$ cat src/rtl/core/abpse_pkg.sv
package abpse_pkg;

  typedef enum logic [3:0] {
    MODE_SEARCH = 4'b0001,
    MODE_SKIP   = 4'b0010,
    MODE_SPS    = 4'b0100,
    MODE_PPS    = 4'b1000
  } mode_e;

  typedef enum logic [1:0] {
    KIND_SPS    = 2'd0,
    KIND_PPS    = 2'd1,
    KIND_STATUS = 2'd2
  } kind_e;

  // One input byte causes at most six results (final byte of a buffer).
  localparam int unsigned MaxResults = 6;
  localparam int unsigned CntW       = 3;

  typedef struct packed {
    logic [7:0] out_byte;
    kind_e      unit_kind;
    logic       unit_end;
    logic       found_both;
  } result_t;

  // Results of one input byte, in order; cnt of zero means nothing to load.
  typedef struct packed {
    logic [CntW-1:0]              cnt;
    result_t [MaxResults-1:0]     slot;
  } res_set_t;

endpackage

$ cat src/rtl/core/abpse_parse.sv
module abpse_parse (
  input  logic                clk_i,
  input  logic                rst_ni,
  input  logic                in_valid_i,
  input  logic [7:0]          in_data_i,
  input  logic                in_last_i,
  output logic                in_ready_o,
  input  logic                buf_free_i,
  output abpse_pkg::res_set_t set_o
);

  localparam logic [2:0] CodeNone  = 3'd0;
  localparam logic [2:0] CodeShort = 3'd3;
  localparam logic [2:0] CodeLong  = 3'd4;
  localparam logic [2:0] BshMax    = 3'd7;
  localparam logic [4:0] TypeSps   = 5'd7;
  localparam logic [4:0] TypePps   = 5'd8;

  typedef struct packed {
    logic [2:0]       bsh;
    logic [2:0]       hlen;
    abpse_pkg::mode_e mode;
    logic             tp;
    logic             sps;
    logic             pps;
    logic             done;
    logic             held_v;
    logic [7:0]       held_b;
  } pstate_t;

  typedef struct packed {
    pstate_t            st;
    logic               rv;
    abpse_pkg::result_t r;
  } cls_t;

  localparam pstate_t ResetState = '{
    bsh: 3'd0, hlen: 3'd0, mode: abpse_pkg::MODE_SEARCH, tp: 1'b0, sps: 1'b0,
    pps: 1'b0, done: 1'b0, held_v: 1'b0, held_b: 8'd0
  };

  // One byte position of the stream, with the start code that begins there.
  function automatic cls_t classify(pstate_t s, logic [7:0] b, logic [2:0] code);
    cls_t       o;
    logic [4:0] t;
    o.st                = s;
    o.rv                = 1'b0;
    o.r.out_byte        = s.held_b;
    o.r.unit_kind       = abpse_pkg::KIND_SPS;
    o.r.unit_end        = 1'b0;
    o.r.found_both      = 1'b0;
    t                   = b[4:0];
    if (!s.done) begin
      if (o.st.bsh != BshMax) begin
        o.st.bsh = o.st.bsh + 3'd1;
      end
      if (o.st.bsh >= o.st.hlen) begin
        if (code != CodeNone) begin
          // A new start code closes the unit being captured.
          o.rv          = s.held_v;
          o.r.unit_end  = 1'b1;
          o.r.unit_kind = (s.mode == abpse_pkg::MODE_PPS) ? abpse_pkg::KIND_PPS
                                                          : abpse_pkg::KIND_SPS;
          o.st.held_v   = 1'b0;
          if (s.sps && s.pps) begin
            o.st.done = 1'b1;
          end else begin
            o.st.mode = abpse_pkg::MODE_SKIP;
            o.st.tp   = 1'b1;
            o.st.bsh  = 3'd0;
            o.st.hlen = code;
          end
        end else if (s.mode != abpse_pkg::MODE_SEARCH) begin
          if (s.tp) begin
            o.st.tp = 1'b0;
            if (t == TypeSps && !s.sps) begin
              o.st.sps  = 1'b1;
              o.st.mode = abpse_pkg::MODE_SPS;
            end else if (t == TypePps && !s.pps) begin
              o.st.pps  = 1'b1;
              o.st.mode = abpse_pkg::MODE_PPS;
            end else begin
              o.st.mode = abpse_pkg::MODE_SKIP;
            end
          end
          if (o.st.mode == abpse_pkg::MODE_SPS || o.st.mode == abpse_pkg::MODE_PPS) begin
            // The previous byte is released now that it is known not to be the last.
            o.rv          = s.held_v;
            o.r.unit_kind = (o.st.mode == abpse_pkg::MODE_PPS) ? abpse_pkg::KIND_PPS
                                                               : abpse_pkg::KIND_SPS;
            o.st.held_b   = b;
            o.st.held_v   = 1'b1;
          end
        end
      end
    end
    return o;
  endfunction

  logic                 in_valid_q;
  logic [7:0]           in_data_q;
  logic                 in_last_q;
  pstate_t              st_q, st_d;
  logic [1:0]           wv_q, wv_d;
  logic [7:0]           win_q [3];
  logic [7:0]           win_d [3];
  logic                 fire;
  logic [2:0]           code;
  cls_t                 c [4];
  logic [5:0]           cand_v;
  abpse_pkg::result_t [5:0] cand;
  logic [abpse_pkg::CntW-1:0] n;
  pstate_t              st;

  assign fire       = in_valid_q && buf_free_i;
  assign in_ready_o = !in_valid_q || buf_free_i;

  always_comb begin
    st     = st_q;
    wv_d   = wv_q;
    win_d  = win_q;
    code   = CodeNone;
    cand_v = '0;
    cand   = '0;
    c[0]   = '0;
    c[1]   = '0;
    c[2]   = '0;
    c[3]   = '0;
    if (wv_q == 2'd3) begin
      if (win_q[0] == 8'h00 && win_q[1] == 8'h00) begin
        if (win_q[2] == 8'h00 && in_data_q == 8'h01) begin
          code = CodeLong;
        end else if (win_q[2] == 8'h01) begin
          code = CodeShort;
        end
      end
      c[0]      = classify(st, win_q[0], code);
      st        = c[0].st;
      cand_v[0] = c[0].rv;
      cand[0]   = c[0].r;
      win_d[0]  = win_q[1];
      win_d[1]  = win_q[2];
      win_d[2]  = in_data_q;
    end else begin
      for (int i = 0; i < 3; i++) begin
        if (wv_q == 2'(i)) begin
          win_d[i] = in_data_q;
        end
      end
      wv_d = wv_q + 2'd1;
    end
    if (in_last_q) begin
      // Positions left in the window cannot start a code any more.
      for (int i = 0; i < 3; i++) begin
        if (2'(i) < wv_d) begin
          c[i+1]      = classify(st, win_d[i], CodeNone);
          st          = c[i+1].st;
          cand_v[i+1] = c[i+1].rv;
          cand[i+1]   = c[i+1].r;
        end
      end
      cand_v[4]            = st.held_v;
      cand[4].out_byte     = st.held_b;
      cand[4].unit_kind    = (st.mode == abpse_pkg::MODE_PPS) ? abpse_pkg::KIND_PPS
                                                              : abpse_pkg::KIND_SPS;
      cand[4].unit_end     = 1'b1;
      cand[4].found_both   = 1'b0;
      cand_v[5]            = 1'b1;
      cand[5].out_byte     = 8'd0;
      cand[5].unit_kind    = abpse_pkg::KIND_STATUS;
      cand[5].unit_end     = 1'b0;
      cand[5].found_both   = st.sps && st.pps;
      st_d                 = ResetState;
      wv_d                 = 2'd0;
    end else begin
      st_d = st;
    end
  end

  // Pack the results of this byte into consecutive slots.
  always_comb begin
    n     = '0;
    set_o = '0;
    for (int j = 0; j < abpse_pkg::MaxResults; j++) begin
      if (cand_v[j]) begin
        for (int s = 0; s < abpse_pkg::MaxResults; s++) begin
          if (n == abpse_pkg::CntW'(s)) begin
            set_o.slot[s] = cand[j];
          end
        end
        n = n + 1'b1;
      end
    end
    set_o.cnt = fire ? n : '0;
  end

  always_ff @(posedge clk_i or negedge rst_ni) begin
    if (!rst_ni) begin
      in_valid_q <= 1'b0;
      st_q       <= ResetState;
      wv_q       <= 2'd0;
    end else begin
      if (in_ready_o) begin
        in_valid_q <= in_valid_i;
      end
      if (fire) begin
        st_q <= st_d;
        wv_q <= wv_d;
      end
    end
  end

  always_ff @(posedge clk_i) begin
    if (in_ready_o && in_valid_i) begin
      in_data_q <= in_data_i;
      in_last_q <= in_last_i;
    end
    if (fire) begin
      win_q <= win_d;
    end
  end

endmodule

$ cat src/rtl/core/annexb_parameter_set_extractor.sv
// Channel   Direction  tdata           tuser                                  tlast
// s_axis    in         data_byte[7:0]  -                                      last_byte
// m_axis    out        out_byte[7:0]   unit_kind[1:0] found_both[2]           unit_end
//                                      run_last[3]
//
// One byte is taken per cycle while s_axis_tready is high; a taken byte is held in
// the input register and processed once the result buffer is free. Each byte yields
// zero or one result, except the final byte of a buffer, which yields up to six;
// those leave one per cycle from the result buffer while m_axis_tready is high.
// Reset clears all parsing state; after the final byte the state returns to reset.
// A stall on m_axis holds the result buffer and, once the input register is full,
// drops s_axis_tready.
module annexb_parameter_set_extractor (
  input  logic       clk_i,
  input  logic       rst_ni,
  input  logic       s_axis_tvalid,
  output logic       s_axis_tready,
  input  logic [7:0] s_axis_tdata,   // data_byte[7:0]
  input  logic       s_axis_tlast,
  output logic       m_axis_tvalid,
  input  logic       m_axis_tready,
  output logic [7:0] m_axis_tdata,   // out_byte[7:0]
  output logic [3:0] m_axis_tuser,   // unit_kind[1:0], found_both[2], run_last[3]
  output logic       m_axis_tlast
);

  abpse_pkg::res_set_t                  set;
  abpse_pkg::result_t [abpse_pkg::MaxResults-1:0] rs_q;
  logic [abpse_pkg::CntW-1:0]           cnt_q;
  logic [abpse_pkg::CntW-1:0]           k_q;
  abpse_pkg::result_t                   cur;
  logic                                 take;
  logic                                 at_last;
  logic                                 buf_free;

  abpse_parse u_parse (
    .clk_i      (clk_i),
    .rst_ni     (rst_ni),
    .in_valid_i (s_axis_tvalid),
    .in_data_i  (s_axis_tdata),
    .in_last_i  (s_axis_tlast),
    .in_ready_o (s_axis_tready),
    .buf_free_i (buf_free),
    .set_o      (set)
  );

  assign cur           = rs_q[k_q];
  assign at_last       = (k_q == cnt_q - 1'b1);
  assign m_axis_tvalid = (cnt_q != '0);
  assign take          = m_axis_tvalid && m_axis_tready;
  assign buf_free      = (cnt_q == '0) || (take && at_last);

  assign m_axis_tdata  = cur.out_byte;
  assign m_axis_tlast  = cur.unit_end;
  assign m_axis_tuser  = {at_last, cur.found_both, cur.unit_kind};

  always_ff @(posedge clk_i or negedge rst_ni) begin
    if (!rst_ni) begin
      cnt_q <= '0;
      k_q   <= '0;
    end else if (set.cnt != '0) begin
      cnt_q <= set.cnt;
      k_q   <= '0;
    end else if (take && at_last) begin
      cnt_q <= '0;
      k_q   <= '0;
    end else if (take) begin
      k_q <= k_q + 1'b1;
    end
  end

  always_ff @(posedge clk_i) begin
    if (set.cnt != '0) begin
      rs_q <= set.slot;
    end
  end

endmodule

$ cat config.mk
export PLATFORM = sky130hd
export DESIGN_NAME = annexb_parameter_set_extractor
export DESIGN_NICKNAME = d
export VERILOG_FILES = /design/src/rtl/core/abpse_pkg.sv /design/src/rtl/core/abpse_parse.sv /design/src/rtl/core/annexb_parameter_set_extractor.sv
export SDC_FILE = /design/constraint.sdc
export NUM_CORES = 1
export LEC_CHECK = 0
export BUFFER_PORTS_ARGS = -buffer_cell sky130_fd_sc_hd__buf_4
export CELL_PAD_IN_SITES_DETAIL_PLACEMENT = 0
export CELL_PAD_IN_SITES_GLOBAL_PLACEMENT = 2
export CORE_MARGIN = 2
export CORE_UTILIZATION = 38
export DETAILED_ROUTE_END_ITERATION = 7
export PLACE_DENSITY_LB_ADDON = 0.1
export SYNTH_ARGS = -nofsm -noshare
export SYNTH_HDL_FRONTEND = slang
export SYNTH_SLANG_ARGS = --single-unit
$ cat constraint.sdc
create_clock -name clk_i -period 10.3 [get_ports clk_i]
set_input_delay 1.545 -clock clk_i [delete_from_list [all_inputs] [get_ports clk_i]]
set_output_delay 1.545 -clock clk_i [all_outputs]
set_load 0.05 [all_outputs]
==> flow_metrics.tcl <==
set metrics [dict create \
    ant_nets 0 \
    yosys.area.top_type "edfxtp_1" \
    cts_sinks 137 \
    slew_headroom_pct 24.6 \
    synth-adder-area-share_pct 4.14 \
    avgRoutedWirePerCell_microns 22.5 \
    fin_crit_ps 9690 \
    cts_buffers 17 \
    final_core_util_pct 42.2 \
    holdPathEnd "u_parse.st_q[2]$_DFFE_PN0P_" \
    clk_pin_slew_worst_paths_ps 70 \
    drt_wl_total_microns 33300 \
    cts_root_buffer "clkbuf_16" \
    hold_buffers 0 \
    track_usage_pct 23.5 \
    timing.rr.end "rs_q[32]$_DFFE_PN_" \
    violations "design-rule violations" \
    crit_type "flip-flop to flip-flop" \
    hold_viol 0 \
    portBuffers 27 \
    via_per_inst 5.91 \
    start_util_pct 38.3 \
    synth-seq-cells 137 \
    syn-num-nets 1133 \
    timing.reg2reg.setup_slack_ps 610 \
    worstMarginPinSlew_ps 1130 \
    crit_fanout 72 \
    drc 2 \
    synth_compound_area_share_pct 21.7 \
    synthTopCellsByArea "edfxtp_1 (30%), dfrtp_1 (7.3%), mux2i_1 (6.0%), ha_1 (4.1%), mux2_2 (3.5%)" \
    grt_pass1_vias 8618 \
    setup_viol 0 \
    synth_cell_type_count 96 \
    drt_iter0_drc 682 \
    irDropWorstVdd_uv 116 \
    area_delta_synth_final_pct 10.3 \
    crit_top_cell "ha_1" \
    hold_path.class "flip-flop to flip-flop" \
    antenna_found_initial 0 \
    synthFlopType "edfxtp_1" \
    finalNetCount 1135 \
    grt_pass1_wl_microns 51300 \
    fp.dieH_microns 171 \
    synthesis.instances 1085 \
    synth_top_family_by_area "compound AO/OA/AOI/OAI gates" \
    drive_gt1_share_pct 18.1 \
    cp.required_ps 10400 \
    clk_path_buf_depth 2 \
    htree_levels 4 \
    worst_path_largest_cell_delay_ps 440 \
    hpwl_microns 25300 \
    fmax_mhz 103 \
    clkLatencyLatePin_ps 440 \
    die_area_sq_mm 0.0292 \
    end_kind "flip-flop" \
    power_density_mw_per_mm2 283 \
    grt_max_degree 73 \
    p_leak_nw 4.37 \
    yosys.area_share.simple_pct 18.1 \
    r2r_cells 39 \
    async_flop_share_pct 23.4 \
    overflow 0 \
    ys_seq_area_share_pct 37.4 \
    core_area_sq_mm 0.0276 \
    die_w_microns 171 \
    yosysTopAreaCellShare_pct 29.8 \
    cts_tree "yes" \
    muxShareOfSynthArea_pct 12.0 \
    fin_tns_setup_ps 0 \
    diodes 0 \
    pre_cts_ws_ps 362 \
    post_cts_buffers 0 \
    cp-start-kind "flip-flop" \
    num_vias 8736 \
    r2r_start "u_parse.st_q[20]$_DFFE_PN0P_" \
    hold_path_depth 2 \
    holdCritStartpoint "u_parse.st_q[2]$_DFFE_PN0P_" \
    cp_data_arrival_time_ps 9790 \
    power_w 0.00330 \
    drv_slew 0 \
    place_congestion 0.863 \
    rsz0062_at_grt "no" \
    period_share_pct 94.0 \
    setup_ws_ps 613 \
    synth_warnings 0 \
    first_pass_iters 7 \
    drv_cap 0 \
    synth.avg_cell_area_sq_um 9.75 \
    io_pins 28 \
    finClkSkew_ps 11.3 \
    worst_path_max_delay_cell "dfrtp_1" \
    syn_area_sq_mm 0.0106 \
    status "finished, violations left" \
    synth-edff-count 105 \
    synth_xor_area_share_pct 1.23 \
    rows 61 \
]
-- per-layer routing --
| metal | wire [microns] | vias up | global-route usage (%) |
|---|---|---|---|
| met1 | 15700 | 4318 | 33.1 |
| li1 | - | 4143 | - |
| met5 | 0 | - | 0 |
| met2 | 15400 | 241 | 37.5 |
| met3 | 1610 | 34 | 3.98 |
| met4 | 591 | 0 | 6.23 |
-- Yosys cell counts (5+ instances only) --
| cell | count |
|---|---|
| o21ai_0 | 47 |
| or2_2 | 8 |
| ha_1 | 35 |
| and2_1 | 13 |
| nor2_1 | 89 |
| a31oi_1 | 8 |
| a221oi_1 | 7 |
| nand2_1 | 82 |
| o32ai_1 | 5 |
| mux2_2 | 33 |
| a311oi_1 | 9 |
| nor4_1 | 6 |
| clkbuf_1 | 35 |
| xnor2_1 | 13 |
| a21oi_2 | 6 |
| o22ai_1 | 30 |
| a21oi_1 | 67 |
| edfxtp_1 | 105 |
| o21a_1 | 5 |
| and3_1 | 13 |
| a22o_1 | 5 |
| buf_6 | 10 |
| o211ai_1 | 11 |
| nor2b_1 | 8 |
| mux4_2 | 12 |
| o21ai_1 | 8 |
| a21o_1 | 23 |
| a211oi_2 | 11 |
| a211oi_1 | 16 |
| mux2i_1 | 63 |
| dfrtp_1 | 31 |
| nand4_1 | 11 |
| o311a_1 | 6 |
| buf_2 | 13 |
| nor4_2 | 5 |
| inv_1 | 51 |
| nor3_1 | 18 |
| nand2b_1 | 14 |
| buf_4 | 8 |
| nand3_1 | 47 |
-- critical path, delay by kind of cell, from the launching register on --
family / cells / cell delay (ps)
DFF: 1 / 440
muxes: 4 / 1280
buffers and inverters: 4 / 590
and+or+nand+nor: 14 / 2910
AOI/OAI and AO/OA: 7 / 1350
xor gates and xnor gates: 1 / 200
adders and majority gates: 9 / 2490
-- power by group --
part	switching (W)	internal, W
clock network	0.000265	0.000360
registers	0.000138	0.000810
logic	0.00114	0.000592
total	0.00154	0.00176
-- how the worst max path moves through the flow --
stage	start	end	slack (ps)	depth (start not counted)
3_3_place_gp	u_parse.st_q[20]$_DFFE_PN0P_	rs_q[68]$_DFFE_PN_	640	39
2_1_floorplan	u_parse.st_q[20]$_DFFE_PN0P_	rs_q[0]$_SDFFCE_PN0N_	70	41
3_5_place_dp	u_parse.st_q[20]$_DFFE_PN0P_	rs_q[56]$_DFFE_PN_	360	39
4_1_cts	u_parse.st_q[20]$_DFFE_PN0P_	rs_q[22]$_DFFE_PN_	350	39
6_report	u_parse.st_q[20]$_DFFE_PN0P_	rs_q[32]$_DFFE_PN_	610	39
5_1_grt	u_parse.st_q[20]$_DFFE_PN0P_	rs_q[34]$_DFFE_PN_	30	40
-- timing repair --
| item | in CTS | in global routing |
|---|---|---|
| gates resized for setup | 0 | 4 |
| endpoints found under the setup margin | 0 | 72 |
| hold endpoints to repair | 0 | 0 |
-- layout by cell type, fill, tap and decap left out, types with 9 or more instances in the layout --
| cell type | synthesis | routed |
|---|---|---|
| a311oi_1 | 9 | 9 |
| ha_1 | 35 | 35 |
| a211oi_1 | 16 | 15 |
| dfrtp_1 | 31 | 31 |
| nor3_1 | 18 | 18 |
| buf_4 | 8 | 50 |
| inv_1 | 51 | 51 |
| edfxtp_1 | 105 | 105 |
| nand2b_1 | 14 | 14 |
| o22ai_1 | 30 | 30 |
| mux4_2 | 12 | 12 |
| a21oi_1 | 67 | 67 |
| and3_1 | 13 | 13 |
| nand2_1 | 82 | 82 |
| nor2_1 | 89 | 89 |
| clkbuf_16 | 0 | 17 |
| nand4_1 | 11 | 11 |
| nand3_1 | 47 | 47 |
| o21ai_0 | 47 | 47 |
| and2_1 | 13 | 13 |
| xnor2_1 | 13 | 13 |
| a21o_1 | 23 | 23 |
| mux2_2 | 33 | 33 |
| a211oi_2 | 11 | 12 |
| mux2i_1 | 63 | 63 |
| o211ai_1 | 11 | 11 |
-- sequential cells by signal, indices dropped and copies added (netlist names) --
signal,count
k_q,3
u_parse.in_data_q,8
u_parse.in_last_q,1
u_parse.win_q,24
u_parse.st_q,23
u_parse.wv_q,2
u_parse.in_valid_q,1
rs_q,72
cnt_q,3
-- cells by family after synthesis --
kind of cell / count (synthesis)
adders and majority gates: 35
muxes: 108
AOI/OAI and AO/OA: 315
buffers and inverters: 122
and+or+nand+nor: 354
xor gates and xnor gates: 14
DFF: 137
-- layout make-up --
| cell class | count | area (sq um) |
|---|---|---|
| clock inverter | 15 | 161 |
| fill | 2763 | 16000 |
| timing repair buffer | 51 | 395 |
| clock buffer | 17 | 425 |
| inverter | 54 | 203 |
| tap | 378 | 473 |
| multi-input combinational | 826 | 6050 |
| sequential | 137 | 3960 |
-- through the flow --
step	hold slack, ps	cells	area (sq um)
2_1_floorplan	471	1085	10600
3_3_place_gp	488	1446	11100
3_5_place_dp	500	1446	11100
4_1_cts	514	1478	11700
5_1_grt	539	1478	11700
6_report	512	1478	11700
Power figures use the tool's default switching activity.
